[config.mk]
export PLATFORM = sky130hd
export DESIGN_NAME = ts_packet_size_sync_detect_top
export DESIGN_NICKNAME = d
export VERILOG_FILES = /design/src/rtl/tspsd_pkg.sv /design/src/rtl/ts_packet_size_sync_detect_top.sv
export SDC_FILE = /design/constraint.sdc
export NUM_CORES = 1
export LEC_CHECK = 0
export ABC_AREA = 1
export BUFFER_PORTS_ARGS = -buffer_cell sky130_fd_sc_hd__buf_2
export CORE_MARGIN = 4
export CORE_UTILIZATION = 60
export DETAILED_ROUTE_END_ITERATION = 8
export HOLD_SLACK_MARGIN = 0.06
export PLACE_DENSITY = 0.76
export RECOVER_POWER = 100
export SYNTH_ARGS = -nofsm -noshare
export SYNTH_HDL_FRONTEND = slang
export SYNTH_SLANG_ARGS = --single-unit
[constraint.sdc]
create_clock -name clk_i -period 2 [get_ports clk_i]
set_input_delay 0.4 -clock clk_i [delete_from_list [all_inputs] [get_ports clk_i]]
set_output_delay 0.4 -clock clk_i [all_outputs]
set_load 0.1 [all_outputs]
[src/rtl/tspsd_pkg.sv]
package tspsd_pkg;

  // Stream constants
  localparam logic [7:0] SyncByte = 8'h47;
  localparam int unsigned WinLen = 417;
  localparam int unsigned CountW = 9;
  localparam int unsigned SkipLimit = 208;

  // Candidate packet lengths; each needs syncs at one and two lengths past the start
  localparam logic [7:0] Size188 = 8'd188;
  localparam logic [7:0] Size204 = 8'd204;
  localparam logic [7:0] Size208 = 8'd208;

  // Status codes as seen on the result stream
  localparam logic [1:0] StatusSearch = 2'd0;
  localparam logic [1:0] StatusLocked = 2'd1;
  localparam logic [1:0] StatusFailed = 2'd2;

  // Result transaction layout
  localparam int unsigned OutDataW = 16;

  typedef enum logic [2:0] {
    ST_SEARCH = 3'b001,
    ST_LOCKED = 3'b010,
    ST_FAILED = 3'b100
  } lock_state_e;

endpackage

[src/rtl/ts_packet_size_sync_detect_top.sv]
// Transport stream packet length detector.
// Slave stream: one stream byte per transaction on s_axis_tdata_i; s_axis_tuser_i
// set restarts the search (state cleared first, then the byte is taken as the
// first byte of the new search).
// Master stream: one result per accepted byte, carrying the status (searching,
// locked, failed), the locked packet length (188, 204 or 208, else 0) and a
// lock flag raised on the byte that decided the lock.
// Throughput: one byte per cycle while s_axis_tready_o is high; each result is
// registered. All checks are fixed taps on a 417-flag shift register, evaluated
// between the input handshake and the result register.
// Stalls: with m_axis_tready_i low one further byte is taken into a skid
// register; s_axis_tready_o then drops until the output drains.
// Reset: the flag window, byte count, skip count and lock status are cleared
// and both output registers are emptied; bytes are accepted from the first
// cycle after reset.
module ts_packet_size_sync_detect_top #(
  parameter int unsigned SKIP_LIMIT = tspsd_pkg::SkipLimit
) (
  input  logic                            clk_i,
  input  logic                            rst_ni,
  input  logic                            s_axis_tvalid_i,
  output logic                            s_axis_tready_o,
  input  logic [7:0]                      s_axis_tdata_i,  // [7:0] data_byte
  input  logic                            s_axis_tuser_i,  // [0] restart
  output logic                            m_axis_tvalid_o,
  input  logic                            m_axis_tready_i,
  // [1:0] status, [9:2] packet_size, [10] lock_now, [15:11] zero
  output logic [tspsd_pkg::OutDataW-1:0]  m_axis_tdata_o
);

  localparam int unsigned WinLen = tspsd_pkg::WinLen;
  localparam int unsigned CountW = tspsd_pkg::CountW;

  // Search state
  logic [WinLen-1:0]      win_q, win_d, win_eff, win_cand;
  logic [CountW-1:0]      bytes_q, bytes_d, bytes_eff;
  logic [7:0]             skip_q, skip_d, skip_eff;
  tspsd_pkg::lock_state_e state_q, state_d, state_eff;
  logic [7:0]             size_q, size_d, size_eff;

  logic                   in_fire;
  logic                   is_sync;
  logic                   lock_now;
  logic [1:0]             status_code;
  logic [tspsd_pkg::OutDataW-1:0] res_data;

  // Output register and skid stage
  logic                            out_valid_q, skid_valid_q;
  logic [tspsd_pkg::OutDataW-1:0]  out_data_q, skid_data_q;
  logic                            out_free;

  assign s_axis_tready_o = !skid_valid_q;
  assign in_fire         = s_axis_tvalid_i && s_axis_tready_o;
  assign out_free        = !out_valid_q || m_axis_tready_i;

  assign is_sync = (s_axis_tdata_i == tspsd_pkg::SyncByte);

  // Restart clears the state before the byte is looked at
  assign win_eff   = s_axis_tuser_i ? '0 : win_q;
  assign bytes_eff = s_axis_tuser_i ? '0 : bytes_q;
  assign skip_eff  = s_axis_tuser_i ? '0 : skip_q;
  assign state_eff = s_axis_tuser_i ? tspsd_pkg::ST_SEARCH : state_q;
  assign size_eff  = s_axis_tuser_i ? '0 : size_q;

  // Window after shifting in this byte; bit 0 is the newest flag, the
  // candidate start sits at the top bit
  assign win_cand = {win_eff[WinLen-2:0], is_sync};

  function automatic logic at_off(input logic [WinLen-1:0] w, input int unsigned d);
    at_off = w[WinLen-1-d];
  endfunction

  // Candidate check and state update
  always_comb begin
    win_d    = win_eff;
    bytes_d  = bytes_eff;
    skip_d   = skip_eff;
    state_d  = state_eff;
    size_d   = size_eff;
    lock_now = 1'b0;
    if (state_eff == tspsd_pkg::ST_SEARCH) begin
      win_d = win_cand;
      if (bytes_eff < CountW'(WinLen)) begin
        bytes_d = bytes_eff + 1'b1;
      end
      if (bytes_eff >= CountW'(WinLen - 1)) begin
        if (skip_eff >= 8'(SKIP_LIMIT)) begin
          state_d = tspsd_pkg::ST_FAILED;
        end else if (!at_off(win_cand, 0)) begin
          skip_d = skip_eff + 1'b1;
        end else if (at_off(win_cand, 188) && at_off(win_cand, 376)) begin
          size_d   = tspsd_pkg::Size188;
          state_d  = tspsd_pkg::ST_LOCKED;
          lock_now = 1'b1;
        end else if (at_off(win_cand, 204) && at_off(win_cand, 408)) begin
          size_d   = tspsd_pkg::Size204;
          state_d  = tspsd_pkg::ST_LOCKED;
          lock_now = 1'b1;
        end else if (at_off(win_cand, 208) && at_off(win_cand, 416)) begin
          size_d   = tspsd_pkg::Size208;
          state_d  = tspsd_pkg::ST_LOCKED;
          lock_now = 1'b1;
        end else begin
          skip_d = skip_eff + 1'b1;
        end
      end
    end
  end

  // Status encoding for the result
  always_comb begin
    case (state_d)
      tspsd_pkg::ST_SEARCH: status_code = tspsd_pkg::StatusSearch;
      tspsd_pkg::ST_LOCKED: status_code = tspsd_pkg::StatusLocked;
      tspsd_pkg::ST_FAILED: status_code = tspsd_pkg::StatusFailed;
      default:              status_code = tspsd_pkg::StatusSearch;
    endcase
  end

  assign res_data = {5'b0, lock_now,
                     (state_d == tspsd_pkg::ST_LOCKED) ? size_d : 8'd0,
                     status_code};

  // State registers
  always_ff @(posedge clk_i or negedge rst_ni) begin
    if (!rst_ni) begin
      win_q   <= '0;
      bytes_q <= '0;
      skip_q  <= '0;
      state_q <= tspsd_pkg::ST_SEARCH;
      size_q  <= '0;
    end else if (in_fire) begin
      win_q   <= win_d;
      bytes_q <= bytes_d;
      skip_q  <= skip_d;
      state_q <= state_d;
      size_q  <= size_d;
    end
  end

  // Output valid flags
  always_ff @(posedge clk_i or negedge rst_ni) begin
    if (!rst_ni) begin
      out_valid_q  <= 1'b0;
      skid_valid_q <= 1'b0;
    end else if (out_free) begin
      if (skid_valid_q) begin
        out_valid_q  <= 1'b1;
        skid_valid_q <= 1'b0;
      end else begin
        out_valid_q <= in_fire;
      end
    end else if (in_fire) begin
      skid_valid_q <= 1'b1;
    end
  end

  // Output payload
  always_ff @(posedge clk_i) begin
    if (out_free) begin
      if (skid_valid_q) begin
        out_data_q <= skid_data_q;
      end else if (in_fire) begin
        out_data_q <= res_data;
      end
    end else if (in_fire) begin
      skid_data_q <= res_data;
    end
  end

  assign m_axis_tvalid_o = out_valid_q;
  assign m_axis_tdata_o  = out_data_q;

endmodule

* Word-level counts from Yosys, hierarchy flattened *
Index checks and enable logic that the tools add are counted.

operators by class
  add/sub/neg operators = 2
  $lt $le $gt $ge = 3
  eq/ne operators = 4
  mux-type cells = 43
  bitwise operators = 1
  reductions and logical operators = 11

operators by type and width
  operator             number
  $mux 416             2
  $mux 8               17
  $mux 9               3
  $mux 3               8
  $mux 11              2
  $mux 1               10
  $add 9x1->9 const B  1
  $ge 9x9->1 const B   1
  $lt 9x9->1 const B   1
  $add 8x1->8 const B  1
  $eq 8x7->1 const B   1
  $ge 8x8->1 const B   1
  $logic_and 1x1->1    4
  $pmux 2 s2           1
  $reduce_and 2->1     2
  $reduce_bool 2->1    2
  $eq 3x1->1 const B   1
  $eq 3x2->1 const B   1
  $eq 3x3->1 const B   1
  $logic_not 1->1      2
  $logic_or 1x1->1     1
  $not 1->1            1

storage, ports and cells
  register bits after elaboration = 468
  output and inout bits = 18
  logic and storage cells = 73

* Depth between registers and ports, before layout *
Gate-level depths: netlist (run 1).

  depth after elaboration = 13
  gate-level depth with buffers = 15
  mapped depth without buffers = 13

* Worst setup path before layout (run 1) *
OpenSTA, ideal clock, no wires.

  path kind = flip-flop to flip-flop
  start = register out_valid_q, in the netlist m_axis_tvalid_o
  end = register skid_data_q[0] (netlist name) (enable)
  arrival time = 1.691 ns
  slack = -0.069 ns
  stages on the path, launching flop included = 5
  path through = dfrtp_1 inv_1 nor2_1 inv_1 nor2_1

on the way
  word-level cells in the longest chain between the ends = 4

RTL lines
  what                        line                                   RTL
  from (decl)                 ts_packet_size_sync_detect_top.sv:48   logic out_valid_q, skid_valid_q;
  from (signal assigned)      ts_packet_size_sync_detect_top.sv:151  out_valid_q <= in_fire;
  $logic_not 1->1             ts_packet_size_sync_detect_top.sv:54   assign out_free = !out_valid_q || m_axis_tready_i;
  $logic_or 1x1->1            ts_packet_size_sync_detect_top.sv:54
  $not 1->1 (no line)         n/a
  $reduce_and 2->1 (no line)  n/a
  to (signal assigned)        ts_packet_size_sync_detect_top.sv:167  skid_data_q <= res_data;
  to (decl)                   ts_packet_size_sync_detect_top.sv:49   logic [tspsd_pkg::OutDataW-1:0] out_data_q, skid_data_q;

Every way passes these cells.
A chain may end at the register's enable or synchronous reset.

* Worst setup path after layout (run 1) *
  start = register state_q[0]
  end = register out_data_q (netlist bit m_axis_tdata_o[4]) (data pin)

on the way
  word-level cells in the longest chain between the ends = 12

RTL lines
  what                    line                                   RTL
  from (decl)             ts_packet_size_sync_detect_top.sv:38   tspsd_pkg::lock_state_e state_q, state_d, state_eff;
  from (signal assigned)  ts_packet_size_sync_detect_top.sv:130  state_q <= tspsd_pkg::ST_SEARCH;
  from (signal assigned)  ts_packet_size_sync_detect_top.sv:136  state_q <= state_d;
  $mux 3 (*)              ts_packet_size_sync_detect_top.sv:62   assign state_eff = s_axis_tuser_i ? tspsd_pkg::ST_SEARCH : state_q;
  $mux 3                  ts_packet_size_sync_detect_top.sv:99   end else if (at_off(win_cand, 208) && at_off(win_cand, 416)) begin
  $mux 3                  ts_packet_size_sync_detect_top.sv:95   end else if (at_off(win_cand, 204) && at_off(win_cand, 408)) begin
  $mux 3                  ts_packet_size_sync_detect_top.sv:91   end else if (at_off(win_cand, 188) && at_off(win_cand, 376)) begin
  $mux 3                  ts_packet_size_sync_detect_top.sv:89   end else if (!at_off(win_cand, 0)) begin
  $mux 3                  ts_packet_size_sync_detect_top.sv:87   if (skip_eff >= 8'(SKIP_LIMIT)) begin
  $mux 3                  ts_packet_size_sync_detect_top.sv:86   if (bytes_eff >= CountW'(WinLen - 1)) begin
  $mux 3                  ts_packet_size_sync_detect_top.sv:81   if (state_eff == tspsd_pkg::ST_SEARCH) begin
  $eq 3x2->1              ts_packet_size_sync_detect_top.sv:121  (state_d == tspsd_pkg::ST_LOCKED) ? size_d : 8'd0,
  $mux 8 (*)              ts_packet_size_sync_detect_top.sv:121
  $mux 11 (*)             ts_packet_size_sync_detect_top.sv:163  end else if (in_fire) begin
  $mux 11 (*)             ts_packet_size_sync_detect_top.sv:161  if (skid_valid_q) begin
  to (signal assigned)    ts_packet_size_sync_detect_top.sv:162  out_data_q <= skid_data_q;
  to (signal assigned)    ts_packet_size_sync_detect_top.sv:164  out_data_q <= res_data;
  to (decl)               ts_packet_size_sync_detect_top.sv:49

Every way passes the cells marked *; elsewhere a longest branch is shown, timed or not. The select of a mux whose other input is x is not followed.

==> reports/metrics.cfg, run 1 <==
[yosys]
synth-seq-area-share_pct = 50.9
ys.flop_type = dfrtp_1
yosys_warnings = 0
synth_top_area_share_pct = 48.0
syn_area_sq_um = 23200
synth_edf_count = 22
yosys_register_bits = 468
synth_area_leaders = dfrtp_1 (48%), o22a_1 (15%), o21ai_0 (9.2%)
synth-async-reset-ratio_pct = 95.3
synth_commonest_cells = nand2_1 (521), nor2_1 (449), dfrtp_1 (445)
synth_area_leader_cell = dfrtp_1
avgSynthCellArea_sq_um = 8.67
yosysMostFrequentCell = nand2_1
synth_cell_type_count = 39
synthCells = 2677

[sta]
slew_viol_final = 0
setup_viol = 0
hold_slack_ps = 135
worst_slack_ps = 119
slew_headroom_pct = 29.2
clock.fmax_mhz = 532
tightest_slew_ps = 1060
final_hold_viol_count = 0
finalCritPeriodShare_pct = 94.1
finClkSkew_ps = 11.1
post-route-min-period_ps = 1880

[hold_path]
hp-class = in2reg

[drt]
drt_iter0_drc = 1536
dr.pass1.iters = 7
ant_nets = 0
wire_per_inst_microns = 14.9
avgViaCountPerCell = 5.93
drc = 0
routed_wl_microns = 47400
num_vias = 18800

[pwr]
seqPwrFrac_pct = 46.2
p_comb_share_pct = 16.8
swShare_pct = 26.7
clkPwrFrac_pct = 37.0
ir_drop_mv = 0.811
p_switching_uw = 7000
p_int_uw = 19200
p_leak_uw = 0.0116
p_per_area_nw_per_um2 = 1000

[global_routing]
gr-total-overflow = 0
antenna_found_initial = 0
grt_first_pass_wirelength_microns = 83000
grt_max_degree = 113
grt_usage_pct = 22.9
first_global_vias = 18100

[place]
dp_hpwl_microns = 27700
place.gp.congestion = 0.799
port_buffers = 25
place_inst = 3079
preCtsSetupSlack_ps = -35.1

[layout]
nFillCells = 2838
layout.cells.non_filler = 3174
syn2layout_area_growth_pct = 12.5
n_antenna_cell = 0
drive_gt1_share_pct = 9.80
fin_nets = 2641

[setup_path]
cp_top_family = simple AND/OR/NAND/NOR gates
crit_top_cell = nand2_4
cp_slowest_cell = dfstp_2
cp_cell_sequence = inv_1, nand2_2, nand2_1, nor2_4, nand2_2, nor2_8, nand2_4, nand2_4, nand2_4, nor2_8, nand3_1, nand2_1
worstPathMaxFanout = 10
cp.buffers_inverters = 1
cp.required_ps = 2450
worstSetupPathType = reg2reg
slowest_delay_ps = 530
cp.arrival_ps = 2330
end_kind = flip-flop
worstSetupStartpointType = flip-flop

[floorplan]
start_util_pct = 61.2
design.core.area_sq_um = 37900
fp.dieW_microns = 205
io-pin-count = 31
die_y_microns = 205
dieArea_sq_um = 41900
rows = 71

[cts]
tritoncts = built
cts_buffer_depth = 3
clkLatencyLatePin_ps = 580
cts-root-buf = clkbuf_16
cts.reportedPaths.clkPinSlew_ps = 60
cts.sinks = 468
cts_made_buffers = 49
ctsHtreeMaxLevel = 2

[flow_run]
maxCapViolCount = 0

[outcome]
status = finished, final reports clean

-- routing by layer --
metal	wire, microns	vias to the layer above	GRT usage [%]	part of all wire, %
met1	21600	9286	30.8	46
met5	0	-	0	0
met4	795	0	6.32	1.7
met3	1520	60	3.01	3.2
met2	23500	297	39.4	50
li1	-	9174	-	-
-- worst min-delay path: stages --
cell	delay [ps]
buf_2	80
nor2_1	50
inv_1	90
nor2_1	50
-- layout make-up --
| cell class | instances | area, sq um | area share (%) |
|---|---|---|---|
| inverters | 50 | 205 | 0.786 |
| multi-input cells | 1919 | 10200 | 38.9 |
| repair buffers | 136 | 1540 | 5.91 |
| clock inverters | 24 | 304 | 1.16 |
| well taps | 511 | 639 | 2.45 |
| flip-flops and latches | 468 | 11800 | 45.3 |
| clock buffers | 66 | 1430 | 5.49 |
-- through the flow --
step                setup TNS [ps]  utilization [%]  area [sq um]  power, uW
detailed placement           -65.2             64.3         24400      16700
global placement                 0             64.3         24400      16300
finish                           0             68.8         26100      26200
floorplan                        0                -         23200      15500
CTS                              0             68.9         26100      26500
global route                 -17.1             68.8         26100      27600
-- sequential cells by signal, summed over array words and instances (netlist names) --
signal / count
m_axis_tvalid_o: 1
bytes_q: 9
win_q: 416
size_q: 8
m_axis_tdata_o: 11
skid_data_q: 11
state_q: 3
skid_valid_q: 1
skip_q: 8
-- power by group through the flow --
stage / clock network (uW) / logic, uW / registers (uW)
2_1_floorplan: 0 / 3310 / 12200
6_report: 9700 / 4390 / 12100
3_5_place_dp: 0 / 4400 / 12300
4_1_cts: 9940 / 4450 / 12100
3_3_place_gp: 0 / 4200 / 12200
5_1_grt: 10300 / 4990 / 12300
-- cell families (layout without fill, tap and decap cells) --
logic type                 count (synthesis)  after routing  share of synthesized area (%)
and+or+nand+nor                         1040           1040                           17.9
AOI/OAI and AO/OA                        862            862                           25.3
DFF                                      468            468                           50.9
buffers and inverters                    294            276                           5.36
xor gates and xnor gates                   8              8                          0.302
adders and majority gates                  4              4                          0.216
other                                      1              5                         0.0162
-- final timing paths --
kind                                                    end                   start  slack [ps]  depth (start not counted)
worst max-delay path            m_axis_tdata_o[4]$_DFFE_PP_  state_q[0]$_DFFE_PN1P_         120                         12
worst min-delay path               skid_valid_q$_DFFE_PN0P_         m_axis_tready_i         140                          4
worst max register to register  m_axis_tdata_o[4]$_DFFE_PP_  state_q[0]$_DFFE_PN1P_         120                         12
worst min register to register       win_q[212]$_DFFE_PN0P_  win_q[212]$_DFFE_PN0P_         490                          2
max in group asynchronous             win_q[96]$_DFFE_PN0P_                  rst_ni         220                          3
min in group asynchronous             skip_q[0]$_DFFE_PN0P_                  rst_ni         550                          2
-- placed cells by master, fill, tap and decap left out, types with 4 or more instances in the layout --
cell type and count:
nand2_1 520, nor2_1 448, dfrtp_1 444, o21ai_0 427, o22a_1 407, buf_4 57
clkbuf_16 51, buf_12 45, inv_1 44, nand3_1 26, buf_2 24, edfxtp_1 22
clkinv_2 14, a21oi_1 11, clkbuf_8 10, nor2_2 8, nand2_2 8, bufinv_16 7
o21ai_1 6, nand3_2 6, clkbuf_1 6, nor3_1 5, xor2_1 5, conb_1 5
nand2_4 4, o211ai_1 4, ha_1 4
-- repair_timing --
item                                   CTS  global route
setup endpoints to repair                0             5
gates resized for setup                  0             2
endpoints found under the hold margin   63             0
buffers inserted                         0             3
hold buffers                             2             0
(Power assumes the default switching activity.)
==> run 2, diff against run 1 <==
PLACE_DENSITY = unset   (was 0.76)
PLACE_DENSITY_LB_ADDON = 0.12   (was unset)
==> reports/metrics.cfg, run 2 (synthesis gave the netlist of run 1 again) <==
[layout]
layout_common_cells = nand2_1 (523), nor2_1 (449), dfrtp_1 (444)
fin_nets = 2670
stdcell_area_sq_um = 26200
drive_gt1_share_pct = 10.1
layout_commonest_cell = nand2_1
largest_reg_flops = 416
n_antenna_cell = 0
top_register = win_q
syn2layout_area_growth_pct = 13.0

[cts]
cts_buffer_depth = 3
cts.sinks = 468
cts-root-buf = clkbuf_16
clkLatencyLatePin_ps = 590
cts_made_buffers = 49
postCtsSetupBuffers = 0
tritoncts = built
ctsHtreeMaxLevel = 2
cts.reportedPaths.clkPinSlew_ps = 60

[drt]
drt_iter0_drc = 1195
dr.pass1.iters = 7
avgViaCountPerCell = 5.84
drc = 0
ant_nets = 0
wire_per_inst_microns = 14.8
routed_wl_microns = 47500
num_vias = 18700

[pwr]
finalPower_uw = 25500
p_int_uw = 18600
ir_drop_mv = 0.818
swShare_pct = 26.9
p_leak_uw = 0.0116
clkPwrFrac_pct = 35.4
p_comb_share_pct = 17.1
p_per_area_nw_per_um2 = 973
seqPwrFrac_pct = 47.5
p_switching_uw = 6870

[setup_path]
critPathLaunch = state_q[0]$_DFFE_PN1P_
cp_slowest_cell = dfstp_2
cp.required_ps = 2480
worstPathMaxFanout = 48
cp.arrival_ps = 2380
slowest_delay_ps = 530
crit_top_cell = nand2_2
end_kind = flip-flop
worstSetupStartpointType = flip-flop
cp_cell_sequence = inv_1, nand2_2, nand2_2, nor2_4, buf_4, buf_6, o21ai_0, o22a_1
worstSetupPathType = reg2reg
r2r_start = state_q[0]$_DFFE_PN1P_

[global_routing]
antenna_found_initial = 0
grt_max_degree = 98
first_global_vias = 18000
gr-total-overflow = 0
grt_first_pass_wirelength_microns = 82700
grt_usage_pct = 22.7

[hold_path]
min_from = m_axis_tready_i
hp-class = in2reg

[sta]
slew_headroom_pct = 21.6
tightest_slew_ps = 1180
post-route-min-period_ps = 1900
final_hold_viol_count = 0
finClkSkew_ps = 13.3
finalCritPeriodShare_pct = 95.0
clock.fmax_mhz = 526
setup_viol = 0
tns_ps = 0
slew_viol_final = 0

[place]
port_buffers = 25
dp_hpwl_microns = 28100
dpl_cell_area_sq_um = 24700
place.gp.congestion = 0.790

[outcome]
status = finished, final reports clean

[floorplan]
dieArea_sq_um = 41900
start_util_pct = 61.2
fp.dieW_microns = 205
design.core.area_sq_um = 37900
io-pin-count = 31
rows = 71
die_y_microns = 205

[flow_run]
maxCapViolCount = 0

## run 2: cell count changes in the layout (fill, tap and decap cells not counted), sizes merged
cell | before | now
bufinv | 7 | 1
clkbuf | 70 | 111
clkinv | 14 | 8
clkinvlp | 2 | 0
inv | 51 | 52
## run 2: stage by stage
stage	setup slack [ps]	cells	util [%]	hold WS [ps]
floorplan	172	2681	-	104
global placement	-2.31	3110	65.1	325
detailed placement	-64.9	3110	65.1	328
CTS	64.3	3201	69.4	71.1
global route	-14.0	3202	69.1	105
finish	100	3202	69.1	97.3
## run 2: area by class of cell
cell class | count | area (sq um)
repair buffers | 165 | 1780
clock buffers | 78 | 1530
fillers | 2957 | 11700
flip-flops and latches | 468 | 11800
clock inverters | 11 | 98.8
well taps | 511 | 639
inverters | 50 | 205
multi-input cells | 1919 | 10100
## run 2: final timing paths
kind                       cells past startpoint  slack [ps]                       end
max                                            8         100     win_q[37]$_DFFE_PN0P_
min                                            4         100  skid_valid_q$_DFFE_PN0P_
max reg2reg                                    8         100     win_q[37]$_DFFE_PN0P_
min reg2reg                                    2         480    win_q[228]$_DFFE_PN0P_
max in group asynchronous                      3         240     win_q[69]$_DFFE_PN0P_
min in group asynchronous                      2         610     size_q[0]$_DFFE_PN0P_
## run 2: critical path: cells and delay by family, from the launching register on
family	cells	cell delay, ps
buffers and inverters	3	630
flip-flops	1	530
AO/OA/AOI/OAI	2	330
AND/OR/NAND/NOR	3	300
## run 2: per-layer routing
| metal | global-route usage [%] | routed length, microns |
|---|---|---|
| met1 | 30.3 | 22000 |
| met2 | 39.7 | 23100 |
| met3 | 3.45 | 1630 |
| met4 | 5.22 | 769 |
| met5 | 0 | 0 |
## run 2: what timing repair did
| action | CTS | global route |
|---|---|---|
| endpoints found under the hold margin | 42 | 0 |
| resized for setup | 0 | 5 |
| hold buffers | 2 | 0 |
| setup endpoints to repair | 0 | 72 |
## run 2: power groups by stage
stage,registers [uW],clock network [uW],logic [uW]
CTS,12100,9290,4450
detailed placement,12300,0,4420
global route,12300,9680,4980
finish,12100,9030,4380
floorplan,12200,0,3310
global placement,12200,0,4220
